==> src/hw/rtl/bums_mem.sv <==
`timescale 1ns / 1ps

module bums_mem #(
  parameter int DEPTH = 64,
  parameter int WIDTH = 32
) (
  input  logic                     clk,
  input  logic                     wr_en,
  input  logic [$clog2(DEPTH)-1:0] wr_addr,
  input  logic [WIDTH-1:0]         wr_data,
  input  logic [$clog2(DEPTH)-1:0] rd_addr_a,
  input  logic [$clog2(DEPTH)-1:0] rd_addr_b,
  output logic [WIDTH-1:0]         rd_data_a,
  output logic [WIDTH-1:0]         rd_data_b
);

  logic [WIDTH-1:0] mem [DEPTH];

  always_ff @(posedge clk) begin
    if (wr_en) begin
      mem[wr_addr] <= wr_data;
    end
  end

  always_ff @(posedge clk) begin
    rd_data_a <= mem[rd_addr_a];
    rd_data_b <= mem[rd_addr_b];
  end

endmodule

==> config.mk <==
export PLATFORM = sky130hd
export DESIGN_NAME = bums_mem
export DESIGN_NICKNAME = d
export VERILOG_FILES = /design/src/hw/rtl/bums_mem.sv
export SDC_FILE = /design/constraint.sdc
export NUM_CORES = 2
export LEC_CHECK = 0
export ABC_CLOCK_PERIOD_IN_PS = 3900
export BUFFER_PORTS_ARGS = -buffer_cell sky130_fd_sc_hd__buf_2
export CAP_MARGIN = 40
export CORE_AREA = 2 2 393 395
export CTS_CLUSTER_SIZE = 20
export DETAILED_ROUTE_END_ITERATION = 10
export DIE_AREA = 0 0 395 397
export PLACE_DENSITY = 0.79
export SLEW_MARGIN = 20
export SYNTH_ARGS = -nofsm -noshare
export SYNTH_HDL_FRONTEND = slang
export SYNTH_SLANG_ARGS = --single-unit
export TNS_END_PERCENT = 5
==> constraint.sdc <==
create_clock -name clk -period 3.9 [get_ports clk]
set_clock_uncertainty 0.2 [all_clocks]
set_input_delay 0.195 -clock clk [delete_from_list [all_inputs] [get_ports clk]]
set_output_delay 0.195 -clock clk [all_outputs]
set_load 0.03 [all_outputs]
; ---- Word-level counts from Yosys, hierarchy flattened
; Memories as Yosys holds them, arrays and structs flattened. A register that Yosys moved wholly into a read port is not among the register bits.
; Cells that the tools add are included.
[word_totals]
mem_count = 1
in_bits = 52
mem_bits_rw = 2048
register_bits = 0
[memory_table]
columns = name, depth, word_bits, rd, rd_clocked_by_memory_dff, write_ports, line_no
row1 = mem, 64, 32, 2, 2, 1, 17  ; logic [WIDTH-1:0] mem [DEPTH];
[op_classes]
n_mux = 2
[op_table]
columns = op, n
row1 = $mux 1, 2

; ---- Logic depth before layout (Yosys ltp)
[logic_depth]
depth_word = 2
ltp_mapped = 10
ltp_nobuf = 5

; ---- Worst setup path before layout
; Ideal clock, no wire load.
[synth_path]
path_kind = input to register
from = in wr_addr[3]
to = mem mem[48][0], enable pin
setup_ps = 461
arrival_ps = 2925
slack_ps = 314
stages = 4
path_cell_list = clkbuf_1 -> nor2b_1 -> nand4b_1 -> nor3_1
[synth_rtl]
columns = element, line_no
row1 = start: declaration, 9  ; input logic [$clog2(DEPTH)-1:0] wr_addr,
row2 = end: declaration, 17
; No word-level cell before the write port.

==> metrics.log <==
[metrics] Max-Slew Margin vs Limit: 32.8%
[metrics] Final nets: 4764
[metrics] root buf cell: clkbuf_16
[metrics] syn_nets: 4464
[metrics] vertical die dimension: around 400 µm
[metrics] routed wire length: 283 mm
[metrics] most used cell along the critical path: o22ai_1
[metrics] pin count of the biggest net entering global routing: 70
[metrics] setup repair after global routing missed its margin: no
[metrics] clock sink total: 2112
[metrics] initial core utilization: 62.5%
[metrics] number of buffers inserted by post-CTS setup repair: 0
[metrics] wire length of the first global-routing pass: approximately 400 mm
[metrics] Hold WC Path Type: input pin to flip-flop
[metrics] outcome: finished, final reports clean
[metrics] share of cells above drive strength 1: 39.5%
[metrics] Cell Area, Synth: ~96000 µm²
[metrics] input/output buffers: roughly 120
[metrics] num ports: 116
[metrics] leading cell type in the layout, fill and taps excluded: edfxtp_1
[metrics] required time of the critical path: about 4400 ps
[metrics] share of the clock period used by the worst path after layout: between 70% and 80%
[metrics] Die Footprint: about 160000 µm²
[metrics] crit path to: rd_data_a[2]
[metrics] critical path startpoint: rd_addr_a[5]
[metrics] sum of internal, switching and leakage power: 49.5 mW
[metrics] DRC viols: 0
[metrics] slew of the pin with the lowest slew margin: 1010 ps
[metrics] commonest non-fill, non-tap cells in the layout: edfxtp_1, mux4_2, clkbuf_16
[metrics] Clock transition at path regs: 60 ps
[metrics] reg-to-reg slack, setup: 1120 ps
[metrics] number of enable flip-flop cells after synthesis: 2048
[metrics] Synthesis Warnings: 0
[metrics] H-Tree Depth: 4
[metrics] startpoint-to-endpoint class of the critical path: input pin to flip-flop
[metrics] arrival time of the worst setup path: 3390 ps
[metrics] worst flop-to-flop path endpoint: rd_data_a[17]
[metrics] number of antenna violations at the first check in global routing: 26
[metrics] mean post-synth cell area: roughly 22 µm²
[metrics] top fanout value on the critical path: 34
[metrics] clock tree from TritonCTS: done
[metrics] startpoint of the most critical register-to-register path: mem[12][17]
[metrics] Pins Over Slew Limit: 0
[metrics] First-pass DRT Iterations: 8
[metrics] share of synthesized area occupied by flip-flops and latches: 65.6%
[metrics] Horiz. Die Dim: 395 µm
[metrics] delay of the slowest cell on the worst path: 670 ps
[metrics] Cell Chain, Critical Path: dlygate4sd3_1 -> buf_4 -> nand3_1 -> o22ai_1 -> a211oi_1 -> o22ai_1 -> a21oi_1
[metrics] top flip-flop cell by instance count after synthesis: edfxtp_1
[metrics] GR Overflow Total: 0
[metrics] slowest cell on the critical path: nand3_1
[metrics] vias in the first global route: 54853
[metrics] Post-Layout Inst Area: 108000 µm²
[metrics] number of non-filler instances in the completed layout: 6947
[metrics] CTS Buf Count: 205
[metrics] Global Route Usage Sum: a little under two fifths
[metrics] area delta synth->final: 13.1%
[metrics] count of standard-cell rows: 144
[metrics] fillcell total: around 8600
[metrics] Highest Clock Rate: around 340 MHz
[metrics] final hold violations: 0
[metrics] Yosys cell types: 38
[metrics] core footprint: 153000 µm²
[metrics] flop and latch count out of synthesis: 2112
[metrics] Tmin final: 2920 ps
[metrics] detailed-route wire length per cell: 40.7 µm
[metrics] final weighted congestion of routability-driven global placement: about 0.88
[metrics] setup violators final: 0
[metrics] Critical Path End Type: flip-flop
[metrics] PwrDens: 457 nW/µm²
[metrics] critical path launch point type: input pin
[metrics] share of synthesized registers carrying an async set or reset: 0%
[metrics] Fin Setup TNS: 0 ps
[metrics] placed instance count: 6502
[metrics] Leak Pwr: between 30 and 40 nW
[metrics] Via Count: 53897
[metrics] number of DRC markers in iteration 0: 9296
[metrics] Detail Placement HPWL: 165 mm
[metrics] VDD IR-drop max: between 0.4 and 0.5 mV
[metrics] cell count of the worst reg-to-reg path: 5
[metrics] clock insertion delay at the later pin of the skew report: 860 ps
[metrics] total cell area at the placement stage: 101000 µm²
[metrics] Post-DRT Antenna Nets: 0
[metrics] Max Root-Sink Buffers: 3
[metrics] maximum capacitance violations: 0
[metrics] vias per std cell: 7.76
[metrics] instance count of the mapped netlist: 4412
[repair_timing]
item | 4_1_cts | 5_1_grt
gates resized for setup | 0 | 0
hold endpoints to repair | 2173 | 0
hold buffers | 45 | 0
[power breakdown]
group | leakage [nW] | switching [mW] | internal (mW)
clock | 3.23 | 8.65 | 11.1
sequential | 19.0 | 0.177 | 25.1
combinational | 12.1 | 2.56 | 1.83
total | 34.3 | 11.4 | 38.1
[worst min path at each step]
| stage | from | to | slack [ps] | cells past startpoint |
|---|---|---|---|---|
| after floorplan | wr_data[0] | mem[0][0] | 90 | 0 |
| after global placement | rd_data_a[28] | rd_data_a[28] | 430 | 1 |
| after detailed placement | wr_data[17] | mem[44][17] | 410 | 1 |
| after CTS | rd_addr_a[1] | rd_data_a[22] | 30 | 5 |
| after global routing | wr_addr[0] | mem[52][16] | 60 | 3 |
| final | wr_addr[0] | mem[52][16] | 70 | 3 |
[synth_stat cells (2+ instances only)]
library cell	n	area, µm²
a211oi_1	15	113
a21oi_1	58	290
a221oi_1	13	114
a22oi_1	85	638
a32oi_1	9	78.8
and2_1	6	37.5
buf_1	25	93.8
buf_2	121	606
buf_4	55	413
buf_6	11	124
clkbuf_1	135	507
dfxtp_1	64	1280
edfxtp_1	2048	61500
mux2_2	36	405
mux2i_1	204	2040
mux4_2	1124	25300
nand2_1	93	349
nand2b_1	8	50.1
nand3_1	9	45.0
nand3b_1	6	45.0
nand4_1	2	12.5
nor2_1	94	353
nor2b_1	19	119
nor3_1	3	15.0
o211ai_1	27	203
o21ai_0	18	90.1
o21ai_1	31	155
o221ai_1	16	140
o22ai_1	56	350
o32a_1	9	90.1
or2_2	3	18.8
or3_1	2	12.5
or3b_2	2	17.5
[critical path, delay by kind of cell]
family	cells	cell delay (ps)
AOI/OAI and AO/OA	4	1520
buffers and inverters	2	950
and+or+nand+nor	1	670
[per-stage QoR]
| step | hold WS [ps] | worst slack (ps) | util, % |
|---|---|---|---|
| after floorplan | 93.9 | 314 | - |
| after global placement | 431 | 769 | 65.6 |
| after detailed placement | 409 | 745 | 66.1 |
| after CTS | 26.1 | 1110 | 70.7 |
| after global routing | 60.8 | 935 | 70.7 |
| final | 66.6 | 984 | 70.8 |
[flip-flops by register name, indices dropped and copies added, names as in the netlist]
name	cells
rd_data_b	32
rd_data_a	32
mem	2048
[final cells by class]
class	instances	area [µm²]	area share, %
antenna	11	27.5	0.0254
clock inverter	124	1150	1.06
clock buffer	263	5480	5.06
tap	2044	2560	2.36
sequential	2112	62800	58.0
inverter	1	3.75	0.00347
multi-input combinational	1952	31600	29.2
timing repair buffer	440	4580	4.24
[metal layers]
| layer | up-vias | global-route usage, % | part of all wire, % |
|---|---|---|---|
| met3 | 867 | 12.7 | 16 |
| li1 | 20143 | - | - |
| met5 | - | 0 | 0.050 |
| met4 | 22 | 16.1 | 4.9 |
| met1 | 28087 | 49.6 | 32 |
| met2 | 4778 | 55.1 | 46 |
[cells by family (layout without fill, tap and decap cells)]
logic type             Yosys count  after routing  share of synthesized area, %
AOI/OAI and AO/OA              340            340                          2.39
buffers and inverters          348            828                          1.83
DFF                           2112           2112                          65.6
muxes                         1364           1364                          29.0
other                            0             11                             0
and+or+nand+nor                248            248                          1.13
Power figures use the tool's default switching activity.
