==> src/hw/rtl/bums_pkg.sv <==
`timescale 1ns / 1ps

package bums_pkg;

  // Fixed widths of the channel fields
  localparam int FIELD_W = 32;
  localparam int MODE_W  = 2;

  // Defaults for the top-level parameters
  localparam int MAX_ITEMS_DEF = 64;
  localparam int KEY_WIDTH_DEF = 32;

  // Bit positions inside compare_mode
  localparam int MODE_SIGNED_BIT = 0;
  localparam int MODE_DESC_BIT   = 1;

  typedef logic [MODE_W-1:0] mode_t;

  typedef struct packed {
    logic [FIELD_W-1:0] key;
    logic               last;
  } in_word_t;

  typedef struct packed {
    logic [FIELD_W-1:0] sorted_key;
    logic               final_res;
    logic               overflowed;
  } out_word_t;

endpackage

==> src/hw/rtl/bums_cmp.sv <==
`timescale 1ns / 1ps

module bums_cmp #(
  parameter int KEY_WIDTH = 32
) (
  input  bums_pkg::mode_t        mode,
  input  logic [KEY_WIDTH-1:0]   key_a,
  input  logic [KEY_WIDTH-1:0]   key_b,
  output logic                   a_first
);

  import bums_pkg::*;

  logic [KEY_WIDTH-1:0] a_x;
  logic [KEY_WIDTH-1:0] b_x;

  // Flip the sign bit so signed order becomes unsigned order
  always_comb begin
    a_x = key_a;
    b_x = key_b;
    if (mode[MODE_SIGNED_BIT]) begin
      a_x[KEY_WIDTH-1] = ~key_a[KEY_WIDTH-1];
      b_x[KEY_WIDTH-1] = ~key_b[KEY_WIDTH-1];
    end
    if (mode[MODE_DESC_BIT]) begin
      a_first = a_x > b_x;
    end else begin
      a_first = a_x < b_x;
    end
  end

endmodule

==> config.mk <==
export PLATFORM = sky130hd
export DESIGN_NAME = bums_cmp
export DESIGN_NICKNAME = d
export VERILOG_FILES = /design/src/hw/rtl/bums_pkg.sv /design/src/hw/rtl/bums_cmp.sv
export SDC_FILE = /design/constraint.sdc
export NUM_CORES = 1
export LEC_CHECK = 0
export BUFFER_PORTS_ARGS = -buffer_cell sky130_fd_sc_hd__buf_2
export CAP_MARGIN = 10
export CORE_MARGIN = 4
export CORE_UTILIZATION = 45
export DETAILED_ROUTE_END_ITERATION = 10
export GPL_TIMING_DRIVEN = 0
export MAX_ROUTING_LAYER = met4
export PLACE_DENSITY = 0.9
export SLEW_MARGIN = 20
export SYNTH_ARGS = -nofsm -noshare
export SYNTH_HDL_FRONTEND = slang
export SYNTH_SLANG_ARGS = --single-unit
==> constraint.sdc <==
create_clock -name vclk -period 5.3
set_clock_uncertainty 0.2 [all_clocks]
set_input_delay 0.795 -clock vclk [all_inputs]
set_output_delay 0.795 -clock vclk [all_outputs]
set_load 0.005 [all_outputs]
Word level (Yosys, flattened, before mapping)
Cells that the tools add are included.
Cells by class
  bitwise logic cells: 2
  order comparisons: 2
  muxes and demuxes: 3
Operators by type and width (count)
  $gt 32x32->1: 1
  $lt 32x32->1: 1
  $mux 1: 3
  $not 1->1: 2
Word-level totals
  input port bits: 66
  output and inout bits: 1
  register bits: 0

Depth between registers and ports, before layout
Gate-level depths: netlist of the first run.
  depth in word-level cells: 4
  depth in mapped cells: 8

Least setup slack after synthesis of the first run
Ideal clock, no wire load.
  kind: input port to output port
  start: input port key_b[10]
  end: output port a_first
  cell stages on the path: 8
  data arrival time: 2206 ps
  slack: 2099 ps
  cell sequence: inv_1 > ha_1 > a21oi_1 > nand2_1 > a221oi_1 > o221ai_1 > a211oi_1 > mux2i_1
Between the ends
  word-level cells in the longest chain between the ends: 2
  elaborated cells on any way between the ends: 3
  those cells by class: order compare: 2; mux: 1
RTL lines
  from (decl): RTL line bums_cmp.sv:8  | input logic [KEY_WIDTH-1:0] key_b,
  $lt 32x32->1 / $gt 32x32->1 (equally long branches): RTL line bums_cmp.sv:28, bums_cmp.sv:26
  $mux 1 *: RTL line bums_cmp.sv:25  | if (mode[MODE_DESC_BIT]) begin
  to (decl): RTL line bums_cmp.sv:9  | output logic a_first
Mark *: on every way between the ends. The rest lies on a longest branch, timed or not.

Worst setup path in the final report of the first run
  start: input port key_a[7]
  end: output port a_first
Between the ends
  word-level cells in the longest chain between the ends: 2
  elaborated cells on any way between the ends: 3
  those cells by class: order compare: 2; mux: 1
RTL lines
  from (decl): RTL line bums_cmp.sv:7  | input logic [KEY_WIDTH-1:0] key_a,
  $lt 32x32->1 / $gt 32x32->1 (equally long branches): RTL line bums_cmp.sv:28, bums_cmp.sv:26
  $mux 1 *: RTL line bums_cmp.sv:25
Marked as above.

==> results.toml, run 1 <==
[logic_synthesis]
synthMuxAreaShare_pct = 2.38
yosys.area_share.simple_pct = 13.6
synth.most_common_cell = "inv_1"
synthTopCellsByArea = "ha_1, inv_1, a21oi_1"
synth_xor_area_share_pct = 1.04
synth_common_cells = "inv_1, ha_1, a21oi_1"
synth_cells = 119
synth_top_family_by_area = "adder cells"
synth_compound_area_share_pct = 18.3
synth_fa_ha_area_share_pct = 48.6
synthesis.nets = 216
syn_area_per_cell_um2 = 7.06
syn_area_um2 = 840
yosysTopAreaCellShare_pct = 46.2
ys_seq_area_share_pct = 0
ys_warn_count = 0
yosysTopAreaCell = "ha_1"
ys_types = 20

[critical_path]
cpMostUsedCell = "buf_2"
required_ns = 4.30
cpMaxStageDelayCell = "ha_1"
cp_cell_sequence = "buf_2, ha_1, a21oi_1, o21ai_0, a221oi_1, o221ai_1, a211oi_1, mux2i_1, buf_2"
critPathMaxFanout = 2
critical_path.max_stage_delay_ns = 0.30
crit_path_end_kind = "primary output"
cp-endpoint = "a_first"
cp-start-kind = "primary input"
critPathKind = "in -> out"
worstPathArrival_ns = 2.49
startpoint = "key_a[7]"

[place]
dp_hpwl_um = 2180
dpl_cell_area_um2 = 1210
dp_cells = 211
gp_congestion = 0.768
dp_slack_ns = 1.78
io_buffer_count = 67

[floorplanning]
core_area_um2 = 1750
die_y_um = 51.2
num_io_pins = 67
start_util_pct = 48.1
placementRows = 15
die_w_um = 51.2
die-area_um2 = 2620

[sta]
maxSlewHeadroom_pct = 82.5
fmax_ghz = 0.287
layout_min_cycle_time_ns = 3.48
setup_viol = 0
period_share_pct = 65.7
rsz0062_at_grt = "false"
hold_viol_final = 0
worstMarginPinSlew_ns = 0.260
setup_tns_ns = 0
finalWorstSetupSlack_ns = 1.82
drv_slew = 0

[final_layout]
area_delta_synth_final_pct = 43.7
design.seq.count = 0
stdcell_count = 211
antenna_cells = 0
n_fill_cell = 166
num-nets-final = 285
ff_latch_area_um2 = 0
drive_above_1_share_pct = 36.6
fin_area_um2 = 1210
clkbuf_count = 0

[global_route]
track_usage_pct = 16.9
grt_overflow = 0
grt_max_degree = 4
antenna_found_initial = 0
grt_pass1_wl_um = 3510
grt_pass1_vias = 936

[power_and_ir_drop]
ir_drop_uv = 36.9
p_per_area_nw_per_um2 = 68.7
p_leak_nw = 0.799

[clocking]
hold_buffers = 0
cts_setup_buffers = 0
post_cts_resized = 0

[route]
drtAntennaViolNets = 0
vias = 1007
dr.pass1.iters = 3
drtIter0Drc = 8
finalWirelength_um = 2260
drcViolationCount = 0
vias_per_cell = 4.77
avgRoutedWirePerCell_um = 10.7

[run_status]
status = "finished, final reports clean"

[min_path]
hold_depth = 3
holdCritPathClass = "in -> out"

[job]
max-cap-violations = 0
==> cell families (layout without fill, tap and decap cells) <==
logic type,after synthesis,after routing
AO/OA/AOI/OAI,25,25
XOR/XNOR,1,1
adder cells (fa/ha/maj),33,33
buffers and inverters,36,103
multiplexers,2,2
AND/OR/NAND/NOR,22,22
==> cell usage in the layout (no fill, tap or decap), types with 2 or more instances in the layout <==
cell type,synthesis,layout
mux2i_1,2,2
a211oi_1,2,2
nand2_1,9,9
nand4_1,6,6
inv_1,36,36
nand3_1,2,2
buf_2,0,67
ha_1,31,31
or4_1,2,2
maj3_1,2,2
o21ai_0,4,4
a21oi_1,14,14
==> per-stage QoR <==
stage,hold slack [ns],power (mW),util [%]
4_1_cts,1.67,0.0843,69.1
6_report,1.66,0.0829,69.1
3_3_place_gp,1.67,0.0775,69.1
3_5_place_dp,1.67,0.0837,69.1
5_1_grt,1.69,0.0959,69.1
2_1_floorplan,1.45,0.0463,-
==> where the power goes <==
group / internal, mW / switching, mW
logic: 0.0443 / 0.0385
clock network: 0 / 0
registers: 0 / 0
==> worst min-delay path by stage <==
stage,to,slack (ns),from
3_3_place_gp,a_first,1.67,mode[1]
4_1_cts,a_first,1.67,mode[1]
2_1_floorplan,a_first,1.45,mode[1]
6_report,a_first,1.66,mode[1]
3_5_place_dp,a_first,1.67,mode[1]
5_1_grt,a_first,1.69,mode[1]
==> worst max-delay path: cells and delay by family <==
kind / cells / cell delay, ns
muxes: 1 / 0.20
AOI/OAI and AO/OA: 5 / 0.96
buffers and inverters: 2 / 0.23
adders and majority gates: 1 / 0.30
==> cell type report <==
type	count	area, um2	share of cell area (%)
inverters	36	135	11.2
multi-input cells	83	704	58.4
well taps	25	31.3	2.59
repair buffers	67	335	27.8
==> layer usage <==
metal	routed length (um)	share of wire [%]	up-vias	track usage (%)
met5	0	0	-	-
met4	0	0	0	0
met3	158	7.0	0	1.17
met2	1250	55	31	35.0
met1	858	38	430	18.2
li1	-	-	546	-
(Power assumes the default switching activity.)
==> run 2, diff against run 1 <==
CORE_UTILIZATION = 38   (was 45)
PLACE_DENSITY = 0.81   (was 0.9)
clock period = 3.1 ns   (was 5.3 ns; I/O delays follow)
==> results.toml, run 2 (synthesized netlist as in run 1, its figures left out) <==
[final_layout]
antenna_cells = 0
area_delta_synth_final_pct = 44.0
ff_latch_area_um2 = 0
final_common_cell = "buf_2"
num-nets-final = 285
design.seq.count = 0
final_cell_mix = "buf_2, inv_1, ha_1"
clkbuf_count = 0
drive_above_1_share_pct = 36.6

[floorplanning]
start_util_pct = 41.5
die-area_um2 = 3030
core_area_um2 = 2020
die_y_um = 55.0
placementRows = 16
die_w_um = 55.0
num_io_pins = 67

[job]
max-cap-violations = 0

[route]
avgRoutedWirePerCell_um = 10.2
drcViolationCount = 0
vias = 1006
drtAntennaViolNets = 0
vias_per_cell = 4.72
drtIter0Drc = 8
dr.pass1.iters = 4
finalWirelength_um = 2170

[global_route]
antenna_found_initial = 0
track_usage_pct = 12.7
grt_pass1_wl_um = 2880
grt_max_degree = 4
grt_pass1_vias = 810
grt_overflow = 0

[place]
io_buffer_count = 67
dp_hpwl_um = 2140
gp_congestion = 0.721
dp_slack_ns = 0.263

[sta]
worstMarginPinSlew_ns = 0.251
hold_viol_final = 0
drv_slew = 0
maxSlewHeadroom_pct = 83.1
fmax_ghz = 0.355
period_share_pct = 91.0
finalWorstSetupSlack_ns = 0.280
rsz0062_at_grt = "false"
layout_min_cycle_time_ns = 2.82
setup_tns_ns = 0
setup_viol = 0

[power_and_ir_drop]
p_leak_nw = 0.799
p_per_area_nw_per_um2 = 115
ir_drop_uv = 56.4

[critical_path]
required_ns = 2.43
worstPathArrival_ns = 2.16
crit_path_end_kind = "primary output"
critPathKind = "in -> out"
cp-start-kind = "primary input"
critPathMaxFanout = 3

[run_status]
status = "finished, final reports clean"

[clocking]
hold_buffers = 0
cts_setup_buffers = 0
post_cts_resized = 0

[min_path]
holdCritPathClass = "in -> out"
-- run 2: path summary, 6_finish.rpt --
| path | depth (start not counted) | end | start |
|---|---|---|---|
| hold / removal | 3 | a_first | mode[1] |
| setup / recovery | 9 | a_first | key_a[10] |
-- run 2: critical path, stage by stage --
cell and delay [ns]:
buf_2 0.10, ha_1 0.32, a21oi_1 0.15, nand2_1 0.06
a221oi_1 0.29, o221ai_1 0.17, a211oi_1 0.27, mux2i_1 0.20
buf_2 0.13
-- run 2: stage by stage --
step | hold WS [ns] | cell area (um2) | util (%) | std cells | total power [mW]
3_3_place_gp | 1.01 | 1210 | 59.8 | 213 | 0.133
3_5_place_dp | 1.01 | 1210 | 59.8 | 213 | 0.141
5_1_grt | 1.03 | 1210 | 59.8 | 213 | 0.162
4_1_cts | 1.01 | 1210 | 59.8 | 213 | 0.141
6_report | 1.01 | 1210 | 59.8 | 213 | 0.139
2_1_floorplan | 0.789 | 840 | - | 119 | 0.0791
-- run 2: layout make-up --
cell class	count	area, um2
inverter	36	135
timing repair buffer	67	335
multi-input combinational	83	704
tap	27	33.8
fill	199	813
-- run 2: report_power, final --
group	switching, mW	total [mW]	internal (mW)
Combinational	0.0639	0.139	0.0751
Clock	0	0	0
Sequential	0	0	0
-- run 2: layer usage --
layer	vias to the layer above	GRT usage [%]	routed length (um)
li1	548	-	-
met2	28	27.2	1190
met3	0	0.268	171
met4	0	0	0
met5	-	-	0
met1	430	13.3	814
